--- src/sobel_ram.sv ---
// sobel_ram: generic simple dual port ram, one write and one registered read port
// no dependencies
module sobel_ram #(
   parameter int WIDTH = 8,
   parameter int DEPTH = 16
) (
   input  logic                     clock,
   input  logic                     wr_en,
   input  logic [$clog2(DEPTH)-1:0] wr_addr,
   input  logic [WIDTH-1:0]         wr_data,
   input  logic                     rd_en,
   input  logic [$clog2(DEPTH)-1:0] rd_addr,
   output logic [WIDTH-1:0]         rd_data
);
   logic [WIDTH-1:0] mem_ff [DEPTH];
   logic [WIDTH-1:0] rd_data_ff;

   always_ff @(posedge clock) begin
      if (wr_en) begin
         mem_ff[wr_addr] <= wr_data;
      end
      if (rd_en) begin
         rd_data_ff <= mem_ff[rd_addr];
      end
   end

   assign rd_data = rd_data_ff;
endmodule

--- config.mk ---
export PLATFORM = sky130hd
export DESIGN_NAME = sobel_ram
export DESIGN_NICKNAME = d
export VERILOG_FILES = /design/src/sobel_ram.sv
export SDC_FILE = /design/constraint.sdc
export NUM_CORES = 1
export LEC_CHECK = 0
export BUFFER_PORTS_ARGS = -buffer_cell sky130_fd_sc_hd__buf_2
export CAP_MARGIN = 25
export CORE_MARGIN = 1.5
export CORE_UTILIZATION = 35
export DETAILED_ROUTE_END_ITERATION = 10
export GPL_ROUTABILITY_DRIVEN = 0
export SLEW_MARGIN = 15
export SYNTH_ARGS = -nofsm -noshare
export SYNTH_HDL_FRONTEND = slang
export SYNTH_SLANG_ARGS = --single-unit
--- constraint.sdc ---
create_clock -name clock -period 3.4 [get_ports clock]
set_input_delay 0.17 -clock clock [delete_from_list [all_inputs] [get_ports clock]]
set_output_delay 0.17 -clock clock [all_outputs]
set_load 0.03 [all_outputs]
After elaboration in Yosys (flattened, before gate mapping)
Memory sizes are Yosys's and may differ from the RTL's. A register that Yosys moved wholly into a read port is not among the register bits.
Cells that the tools add are included.
Widths: inputs -> output; s select.
{"block": "word_totals", "ram_bits": 128, "word_cells": 3, "out_inout_bits": 8, "romBits": 0, "register_bits": 0, "in_bits": 19, "mem_count": 1, "latchBits": 0}
{"block": "classes", "bitwise_logic": 0, "n_mux": 2, "eq_ne": 0, "n_reduce_logical": 0, "n_mul": 0, "n_lt_le_gt_ge": 0, "n_shift": 0, "div_mod_pow": 0, "n_addsub": 0}
{"memory": "mem_ff", "depth": 16, "width": 8, "rd": 1, "rd_clocked_by_memory_dff": 1, "wr": 1, "line_no": "15", "source": "logic [WIDTH-1:0] mem_ff [DEPTH];"}
{"operator": "$mux 1", "count": 2}

Longest topological paths before layout
{"block": "logic_depth", "ltp_word": 2, "depth_mapped": 5, "ltp_nobuf": 3}

Worst setup path after synthesis
OpenSTA, ideal clock, no wires.
{"block": "synth_path", "path_kind": "input -> register", "start": "in wr_addr[2]", "end": "mem mem_ff[0][0], enable pin", "setup_ps": 383, "t_required_ps": 3017, "stages": 2, "path_slack_ps": 1737, "arrival_ps": 1280, "path_buffers": 0, "cell_sequence": "or3b_2 nor3_1"}
{"item": "start, declared", "line_no": "9", "source": "input logic [$clog2(DEPTH)-1:0] wr_addr,"}
{"item": "end, declared", "line_no": "15"}
No word-level cell before the write port.

==> results.toml <==
[run_status]
status = "finished clean"

[clock_tree]
cts_made_buffers = 17
cts_setup_buffers = 0
cts_htree_levels = 4
cts_tree = "built"
clock_latency_ps = 400
cts_buffer_depth = 2
hold_buffers = 0
clkSlewWorstSetupHoldPaths_ps = 50
cts-resized-gates = 0
cts_root_buffer = "clkbuf_16"
clock-sinks = 136

[floorplanning]
core_region_area_um2 = 14500
start_util_pct = 36.0
num_rows = 44
die_area_um2 = 15700
chipHeight_um = 125
die_width_um = 125
ioPinCount = 27

[timing]
drv_slew = 0
max_clock_freq_ghz = 0.597
worst_pin_slew_ps = 981
slew_headroom_pct = 34.3
fin_skew_ps = 5.65
hold_violations = 0
fin_crit_sh_pct = 49.2
fin_setup_tns_ps = 0
finalHoldWorstSlack_ps = 140
fin_ws_ps = 1730
setup_viol = 0
min_period_ps = 1670
rsz0062_at_grt = "no"

[global_route]
grt_pass1_vias = 2621
antenna_found_initial = 0
grt_pass1_wl_um = 16000
grt_max_degree = 33
gr-usage-all-layers_pct = 14.2
grt_overflow = 0

[hold_path]
hp-class = "primary input to flip-flop"
worstHoldPathCells = 1
hp-start = "rd_en"
whs_endpoint = "rd_data[4]"

[synth]
syn_area_um2 = 5230
synth-compound-area-share_pct = 2.30
syn_avg_cell_area_um2 = 22.8
ys_types = 18
synth_top_family_by_area = "multiplexers"
synthAdderAreaFrac_pct = 0
synthXorXnorAreaFrac_pct = 0
yosysSeqAreaShare_pct = 78.1
synth.mux.area_fraction_pct = 14.8
synthCells = 229
synthesis.nets = 248
synthSimpleGateAreaFrac_pct = 3.14
yosysTopAreaCellShare_pct = 78.1
synth_largest_area_cell = "edfxtp_1"
synthTopCellsByArea = "edfxtp_1, mux4_2, mux4_1"
yosysWarnings = 0
synth-seq-cells = 136

[place]
dp_hpwl_um = 6320
port_buffers = 26
place_ws_ps = 1290

[critical_path]
reg2reg_from = "mem_ff[9][2]"
path_class = "primary input to flip-flop"
cp_max_fo = 18
r2r_cells = 3
end_kind = "flip-flop"
timing.rr.end = "rd_data[2]"
worstSetupStartpoint = "rd_addr[0]"
cp_data_required_time_ps = 3540
r2r_slack_ps = 1910
arrival_ps = 1820
worst_setup_path_start_kind = "primary input"

[route]
drc = 0
first_iter_violations = 175
wl_per_cell_um = 21.9
vias = 2374
drt-pass1-iter-count = 4
antenna_left = 0
wl_um = 10200
viasPerCell = 5.12

[power_and_ir_drop]
p_int_mw = 3.32
pwr-share-clk_pct = 48.7
power_frac_seq_pct = 46.9
irDropWorstVdd_uv = 364
netSwitchingPower_uw = 743
total_power_mw = 4.06
p_sw_share_pct = 18.3
power.density_nw_per_um2 = 656
p_leak_nw = 2.05
p_comb_share_pct = 4.5

[finish]
drive_above_1_share_pct = 26.8
fin_nets = 287
final_common_cell = "edfxtp_1"
multi_input_area_um2 = 1060
syn_to_final_growth_pct = 18.4
seq_area_um2 = 4080
final_cell_mix = "edfxtp_1, buf_2, mux4_2"
fillCellCount = 1259
insertedDiodeCount = 0

[job]
cap_violations = 0
-- worst max path at each step --
stage	to	slack, ps	cells after the start
6_report	rd_data[0]	1730	5
5_1_grt	rd_data[5]	1620	5
4_1_cts	rd_data[0]	1680	5
3_5_place_dp	rd_data[0]	1290	5
3_3_place_gp	rd_data[0]	1300	5
2_1_floorplan	mem_ff[0][0]	1740	2
-- critical path, stage by stage --
cell	delay, ps
buf_2	440
buf_12	270
mux4_1	560
a22oi_1	260
nand2_1	90
-- synthesized netlist by cell type --
master	n
buf_2	3
edfxtp_1	136
and2b_1	1
a22oi_1	16
nand3_1	1
nor2_1	13
buf_6	3
nand2_1	9
nand2b_1	2
clkdlybuf4s25_2	3
mux4_1	14
mux4_2	18
nor2b_1	1
and2_1	1
or3b_2	1
nor3_1	4
nand3b_1	2
buf_4	1
-- kinds of logic after synthesis --
family,Yosys count
flops,136
simple gates,35
mux,32
compound gates,16
buf+inv,10
-- power by group through the flow --
stage	clock, mW	sequential [mW]	combinational [mW]
final	1.98	1.90	0.182
after floorplan	0	1.95	0.0953
after global placement	0	1.93	0.180
after CTS	2.01	1.90	0.185
after detailed placement	0	1.94	0.184
after global routing	2.07	1.90	0.200
-- flip-flops by register name, summed over array words and instances, names as in the netlist --
register / count
mem_ff: 128
rd_data: 8
-- cell type report --
type / instances / area share, %
multi-input combinational: 83 / 17.2
clock buffer: 19 / 7.00
sequential: 136 / 66.0
tap: 184 / 3.72
clock inverter: 12 / 3.32
timing repair buffer: 30 / 2.79
-- metrics by stage --
stage          instance area (um^2)  instances  util [%]
2_1_floorplan                  5230        229         -
3_3_place_gp                   5550        433      38.2
3_5_place_dp                   5550        433      38.2
4_1_cts                        6190        464      42.6
5_1_grt                        6190        464      42.6
6_report                       6190        464      42.6
-- per-layer routing --
layer | up-vias | GRT usage (%) | share of wire [%]
met5 | - | 0 | 0
met4 | 0 | 4.61 | 0.58
met3 | 5 | 4.24 | 6.8
met2 | 81 | 21.9 | 48
met1 | 1228 | 19.5 | 45
li1 | 1060 | - | -
(Power assumes the default switching activity.)
