**src/sobel_pkg.sv**
```systemverilog
// sobel_pkg: shared types, widths and register codes of the sobel edge block
// no dependencies; taken in by the interfaces, the lane, the ram user and the top level
package sobel_pkg;

   localparam int MAX_WIDTH = 1024;
   localparam int COL_W     = $clog2(MAX_WIDTH);
   localparam int WIDTH_W   = 11;
   localparam int HEIGHT_W  = 16;
   localparam int CHAN_W    = 8;
   localparam int PIX_W     = 3 * CHAN_W;
   localparam int GRAD_W    = 11;
   localparam int SUMSQ_W   = 21;
   localparam int NUM_LANES = 3;

   // configuration port
   localparam int CSR_IDX_W  = 1;
   localparam int CSR_DATA_W = 16;
   localparam logic [CSR_IDX_W-1:0] REG_IMAGE_WIDTH  = 1'd0;
   localparam logic [CSR_IDX_W-1:0] REG_IMAGE_HEIGHT = 1'd1;

   localparam logic [WIDTH_W-1:0]  WIDTH_RESET  = WIDTH_W'(1024);
   localparam logic [HEIGHT_W-1:0] HEIGHT_RESET = HEIGHT_W'(768);
   localparam logic [WIDTH_W-1:0]  WIDTH_MIN    = WIDTH_W'(3);
   localparam logic [WIDTH_W-1:0]  WIDTH_MAX    = WIDTH_W'(MAX_WIDTH);
   localparam logic [HEIGHT_W-1:0] HEIGHT_MIN   = HEIGHT_W'(3);

   // one channel of the 3x3 neighborhood, [row][col], row 0 on top
   typedef logic [2:0][2:0][CHAN_W-1:0] win_type;

endpackage

```
**src/sobel_lane.sv**
```systemverilog
// sobel_lane: sobel x/y gradients, sum of squares and bit-serial integer root of one channel
// depends on sobel_pkg
module sobel_lane (
   input  logic                       clock,
   input  logic                       reset,
   input  logic                       start,
   input  sobel_pkg::win_type         win,
   output logic [sobel_pkg::CHAN_W-1:0] mag,
   output logic                       mag_valid
);
   import sobel_pkg::*;

   localparam logic [1:0] LN_IDLE   = 2'd0;
   localparam logic [1:0] LN_SQUARE = 2'd1;
   localparam logic [1:0] LN_ROOT   = 2'd2;

   logic [1:0]               state_ff, state_in;
   logic signed [GRAD_W-1:0] gx_ff, gx_in, gy_ff, gy_in;
   logic [SUMSQ_W-1:0]       sumsq_ff, sumsq_in;
   logic [CHAN_W-1:0]        root_ff, root_in, bit_ff, bit_in;
   logic                     valid_ff, valid_in;

   logic signed [GRAD_W-1:0]   v [3][3];
   logic signed [GRAD_W-1:0]   gx_calc, gy_calc;
   logic signed [2*GRAD_W-1:0] sq_x, sq_y;
   logic [CHAN_W-1:0]          trial;
   logic [2*CHAN_W-1:0]        trial_sq;

   // widen the window bytes to signed gradient width
   always_comb begin
      for (int i = 0; i < 3; i++) begin
         for (int j = 0; j < 3; j++) begin
            v[i][j] = $signed({{(GRAD_W-CHAN_W){1'b0}}, win[i][j]});
         end
      end
   end

   assign gx_calc = (v[0][2] - v[0][0]) + ((v[1][2] - v[1][0]) <<< 1) + (v[2][2] - v[2][0]);
   assign gy_calc = (v[2][0] - v[0][0]) + ((v[2][1] - v[0][1]) <<< 1) + (v[2][2] - v[0][2]);

   assign sq_x     = gx_ff * gx_ff;
   assign sq_y     = gy_ff * gy_ff;
   assign trial    = root_ff | bit_ff;
   assign trial_sq = trial * trial;

   // lane sequencer: gradients, squares, then one root bit per cycle
   always_comb begin
      state_in = state_ff;
      gx_in    = gx_ff;
      gy_in    = gy_ff;
      sumsq_in = sumsq_ff;
      root_in  = root_ff;
      bit_in   = bit_ff;
      valid_in = valid_ff;
      unique case (state_ff)
         LN_IDLE: begin
            if (start) begin
               gx_in    = gx_calc;
               gy_in    = gy_calc;
               valid_in = 1'b0;
               state_in = LN_SQUARE;
            end
         end
         LN_SQUARE: begin
            sumsq_in = sq_x[SUMSQ_W-1:0] + sq_y[SUMSQ_W-1:0];
            root_in  = '0;
            bit_in   = {1'b1, {(CHAN_W-1){1'b0}}};
            state_in = LN_ROOT;
         end
         LN_ROOT: begin
            if ({{(SUMSQ_W-2*CHAN_W){1'b0}}, trial_sq} <= sumsq_ff) begin
               root_in = trial;
            end
            bit_in = bit_ff >> 1;
            if (bit_ff[0]) begin
               valid_in = 1'b1;
               state_in = LN_IDLE;
            end
         end
         default: begin
            state_in = LN_IDLE;
         end
      endcase
   end

   always_ff @(posedge clock) begin
      if (reset) begin
         state_ff <= LN_IDLE;
         valid_ff <= 1'b0;
      end else begin
         state_ff <= state_in;
         valid_ff <= valid_in;
      end
      gx_ff    <= gx_in;
      gy_ff    <= gy_in;
      sumsq_ff <= sumsq_in;
      root_ff  <= root_in;
      bit_ff   <= bit_in;
   end

   assign mag       = root_ff;
   assign mag_valid = valid_ff;
endmodule

```
**config.mk**
```make
export PLATFORM = sky130hd
export DESIGN_NAME = sobel_lane
export DESIGN_NICKNAME = d
export VERILOG_FILES = /design/src/sobel_pkg.sv /design/src/sobel_lane.sv
export SDC_FILE = /design/constraint.sdc
export NUM_CORES = 1
export LEC_CHECK = 0
export ABC_AREA = 1
export BUFFER_PORTS_ARGS = -buffer_cell sky130_fd_sc_hd__buf_2
export CELL_PAD_IN_SITES_DETAIL_PLACEMENT = 0
export CELL_PAD_IN_SITES_GLOBAL_PLACEMENT = 1
export CORE_AREA = 2 2 191 193
export DETAILED_ROUTE_END_ITERATION = 16
export DIE_AREA = 0 0 193 195
export PLACE_DENSITY = 0.87
export SYNTH_ARGS = -nofsm -noshare
export SYNTH_HDL_FRONTEND = slang
export SYNTH_SLANG_ARGS = --single-unit
```
**constraint.sdc**
```tcl
create_clock -name clock -period 6.08 [get_ports clock]
set_input_delay 0.304 -clock clock [delete_from_list [all_inputs] [get_ports clock]]
set_output_delay 0.304 -clock clock [all_outputs]
set_load 0.05 [all_outputs]
```
; Yosys cells after proc, flatten, opt, wreduce, memory -nomap -nowiden
; Index checks and enable logic that the tools add are counted.
[totals]
register_bits = 62
in_bits = 75
word_cells = 44
[classes]
add_sub_neg = 11
mul = 3
magnitude_cmp = 1
eq_ne = 5
n_mux = 9
bitwise_logic = 1
n_reduce_logical = 7
[op_table]
columns = cell, count
row1 = $sub 8x8->9, 6
row2 = $mul 11x11->21, 2
row3 = $pmux 8 s2, 2
row4 = $add 11x9->11, 2
row5 = $add 9x10->11, 2
row6 = $add 21x21->21, 1
row7 = $le 16x21->1, 1
row8 = $mul 8x8->16, 1
row9 = $mux 8, 1
row10 = $or 8x8->8, 1
row11 = $ne 2x2->1 const B, 3
row12 = $pmux 2 s3, 1
row13 = $reduce_and 2->1, 3
row14 = $mux 2, 2
row15 = $reduce_bool 2->1, 2
row16 = $reduce_and 3->1, 1
row17 = $eq 2x1->1 const B, 1
row18 = $eq 2x2->1 const B, 1
row19 = $logic_not 2->1, 1
row20 = $mux 1, 2
row21 = $pmux 1 s2, 1

; Depth between registers and ports, before layout
[logic_depth]
depth_word = 5
ltp_mapped = 29
depth_no_buf = 28

; Least setup slack after synthesis
; OpenSTA, ideal clock, no wires.
[synth_path]
kind = flip-flop to flip-flop
from = register gy_ff[10]
to = register sumsq_ff[20], data pin
setup_time_ps = 252
arrival_ps = 5712
slack_ps = 116
stages_incl_launch_ff = 24
path_cell_list = edfxtp_1 > clkbuf_1 > nand2_1 > inv_1 > fa_1 > fa_1 > inv_1 > fa_1 > inv_1 > fa_1 > inv_1 > fa_1 > fa_1 > fa_1 > inv_1 > ha_1 > nand2_1 > a21oi_1 > a211oi_1 > nand2_1 > a31oi_1 > inv_1 > nand2_1 > nand2_1
[synth_via]
elab_chain_len = 2
[synth_rtl]
columns = element, line_no
row1 = from (decl), sobel_lane.sv:18  ; logic signed [GRAD_W-1:0] gx_ff, gx_in, gy_ff, gy_in;
row2 = from (signal assigned), sobel_lane.sv:95  ; gy_ff <= gy_in;
row3 = $mul 11x11->21, sobel_lane.sv:42  ; assign sq_y = gy_ff * gy_ff;
row4 = $add 21x21->21, sobel_lane.sv:65  ; sumsq_in = sq_x[SUMSQ_W-1:0] + sq_y[SUMSQ_W-1:0];
row5 = to (signal assigned), sobel_lane.sv:96  ; sumsq_ff <= sumsq_in;
row6 = to (decl), sobel_lane.sv:19  ; logic [SUMSQ_W-1:0] sumsq_ff, sumsq_in;
; Every way passes these cells.
; A chain may end at the register's enable or synchronous reset.

; Final worst setup path
[layout_path]
from = register gx_ff[6]
to = register sumsq_ff[16], data pin
[layout_via]
elab_chain_len = 2
[layout_rtl]
columns = element, line_no
row1 = from (decl), sobel_lane.sv:18
row2 = from (signal assigned), sobel_lane.sv:94  ; gx_ff <= gx_in;
row3 = $mul 11x11->21, sobel_lane.sv:41  ; assign sq_x = gx_ff * gx_ff;
row4 = $add 21x21->21, sobel_lane.sv:65
; Every way passes these cells.

==> results.toml <==
[logic_synthesis]
yosysMostFrequentCell = "sky130_fd_sc_hd__inv_1"
synth_fp_nets = 2401
synth_top_flop_cell = "sky130_fd_sc_hd__edfxtp_1"
yosys-top-cells-area = "sky130_fd_sc_hd__fa_1 (35%), sky130_fd_sc_hd__ha_1 (15%), sky130_fd_sc_hd__inv_1 (14%)"
synth.top_cells.by_count = "sky130_fd_sc_hd__inv_1 (587), sky130_fd_sc_hd__nand2_1 (279), sky130_fd_sc_hd__fa_1 (277)"
synth.top_cell.area_share_pct = 35.20
synthesis.instances = 1856
synth.yosys.seq_area_share_pct = 11.63
synth_enable_flop_cells = 59
synthesis.area_per_instance_um2 = 8.487
ys.warnings.count = 0
synth.distinct_cells = 41
yosys.area.top_type = "sky130_fd_sc_hd__fa_1"
postSynthRegisterBits = 62
synth_area_um2 = 15750
synth-async-reset-ratio_pct = 0

[sta]
period_share_pct = 97.23
timing.fmax_mhz = 169.2
timing.final.max_slew_violations = 0
timing.setup.tns_ps = 0
period_minus_slack_ps = 5912
worst-slew-pin-transition_ps = 959.7
report.final.hold_viol_count = 0
relSlewSlack_pct = 36.02
timing.clock.skew_ps = 20.39
worst_hold_margin_ps = 167.9
setup_viol = 0
grt_setup_unrepaired = "yes"

[flow_run]
max_cap_viol_count = 0

[clock_tree]
numCtsBuffers = 9
clock_tree_from_tritoncts = "done"
clock-sinks = 62
clock_tree.buffer_depth = 2
clockRootBuffer = "sky130_fd_sc_hd__clkbuf_16"
cts.clk_slew.worst_paths_ps = 60
insertion_delay_ps = 370
cts_max_level = 3
cts_hold_buffers = 0

[detailed_routing]
viasPerCell = 4.774
wl_met3_mm = 1.265
detail_route.first_pass.iterations = 5
final_antenna_net_count = 0
vias = 11850
drc = 0
avgRoutedWirePerCell_um = 13.48
met2_length_mm = 17.50
drt-initial-drc-count = 543
top_layer_used = "met4"
met1_layer_wirelength_in_the_final_routing_mm = 13.98
detail_route.wirelength_mm = 33.48

[placed_design]
routabilityCongestion = 0.8781
hpwl_mm = 29.52
portBuffers = 75

[hold_path]
hp-start = "reset"
hold_path_class = "in2reg"

[cells_and_area]
fillCellCount = 3287
final_util_pct = 50.71
areaGrowthSynthToFinish_pct = 13.94
drive_above_1_share_pct = 13.45
diodes = 0
final_nets = 2562

[die]
placeableCoreArea_um2 = 35400
floorplan.die.width_um = 193
die_area_um2 = 37640
floorplan.io_pins = 84
die_h_um = 195
start_util_pct = 44.50
placement_rows = 69

[critical_path]
setup.worst_path.class = "reg2reg"
cpLargestDelayFamily = "adder cells"
critical_path_buf_inv_count = 5
cp.required_ps = 6190
worst_path_most_repeated_cell = "sky130_fd_sc_hd__fa_1"
start_kind = "flip-flop"
cp_slowest_cell = "sky130_fd_sc_hd__fa_1"
cp-startpoint = "gx_ff[6]$_DFFE_PP_"
cp_data_arrival_time_ps = 6020
worst-path-max-fanout = 10
crit_chain = "buf_4 > nand2_1 > inv_1 > fa_1 > inv_1 > fa_1 > fa_1 > inv_1 > fa_1 > fa_1 > fa_1 > fa_1 > ha_1 > inv_1 > o21ai_0 > nand2_1 > nand3_4 > a21boi_4 > o21ai_2 > xor2_1"
critPathMaxStageDelay_ps = 570
endpoint_class_of_the_critical_path = "flip-flop"
rr_startpoint = "gx_ff[6]$_DFFE_PP_"

[global_route]
grt_start_max_net_pins = 24
track_usage_pct = 18.73
antenna_found_initial = 0
grt-ovfl-total = 0
vias_in_the_first_global_route = 12650
grt_pass1_wl_mm = 56.79

[outcome]
outcome = "completed"
-- per-layer routing --
layer / global-route usage, % / vias up
met1: 22.46 / 5713
met3: 2.193 / 60
met5: 0 / -
li1: - / 5836
met4: 5.051 / 0
met2: 35.05 / 244
-- metrics by stage --
step | std cells | cell area, um2 | worst slack (ps)
floorplan | 1856 | 15750 | 115.8
global placement | 2438 | 17140 | 105.7
detailed placement | 2438 | 17140 | 48.91
CTS | 2454 | 17470 | 54.82
global route | 2483 | 17950 | -65.00
finish | 2483 | 17950 | 168.5
-- cell families after synthesis --
family	count (synthesis)	synth area share (%)
buffers and inverters	618	14.78
adders and majority gates	470	50.53
and+or+nand+nor	448	11.49
AOI/OAI and AO/OA	162	6.227
xor gates and xnor gates	96	5.338
DFF	62	11.63
-- cell type report --
| type | instances | area, um2 | share of cell area [%] |
|---|---|---|---|
| clock inverter | 7 | 102.6 | 0.5716 |
| sequential | 62 | 1832 | 10.21 |
| timing repair buffer | 176 | 1169 | 6.511 |
| clock buffer | 9 | 225.2 | 1.255 |
| inverter | 592 | 2226 | 12.40 |
| multi-input combinational | 1176 | 11820 | 65.84 |
| tap | 461 | 576.8 | 3.214 |
-- worst paths after layout --
check	slack [ps]	endpoint	cells after the start
setup reg to reg	170	sumsq_ff[16]$_DFFE_PP_	20
hold / removal	170	mag_valid$_SDFFE_PP0P_	2
hold reg to reg	500	mag_valid$_SDFFE_PP0P_	2
setup / recovery	170	sumsq_ff[16]$_DFFE_PP_	20
-- flip-flops by register name, indices dropped and copies added (netlist names) --
name / count
bit_ff: 8
gx_ff: 11
gy_ff: 11
mag: 8
mag_valid: 1
state_ff: 2
sumsq_ff: 21
-- what timing repair did --
action	4_1_cts	5_1_grt
hold endpoints to repair	0	0
gates resized for setup	0	67
buffers inserted	0	29
endpoints found under the setup margin	0	18
-- cells in the final DEF (no fill, tap or decap), drive strengths merged, types with 2 or more instances in the layout --
cell type,n
a21oi,88
o31ai,3
clkbuf,9
o21ai,31
a211oi,4
o21bai,11
o211ai,4
nor3,10
xnor2,32
or2,6
nor2,99
ha,193
buf,176
nand4,11
edfxtp,59
nor4,6
nand3,36
bufinv,2
clkinvlp,2
a21o,6
a31oi,2
inv,594
xor2,64
nand2,279
a21boi,3
dfxtp,3
o311ai,5
fa,277
Power is left out: the tool's default activity adds up to more than one toggle a clock period on the data nets, which glitch-free logic cannot reach.
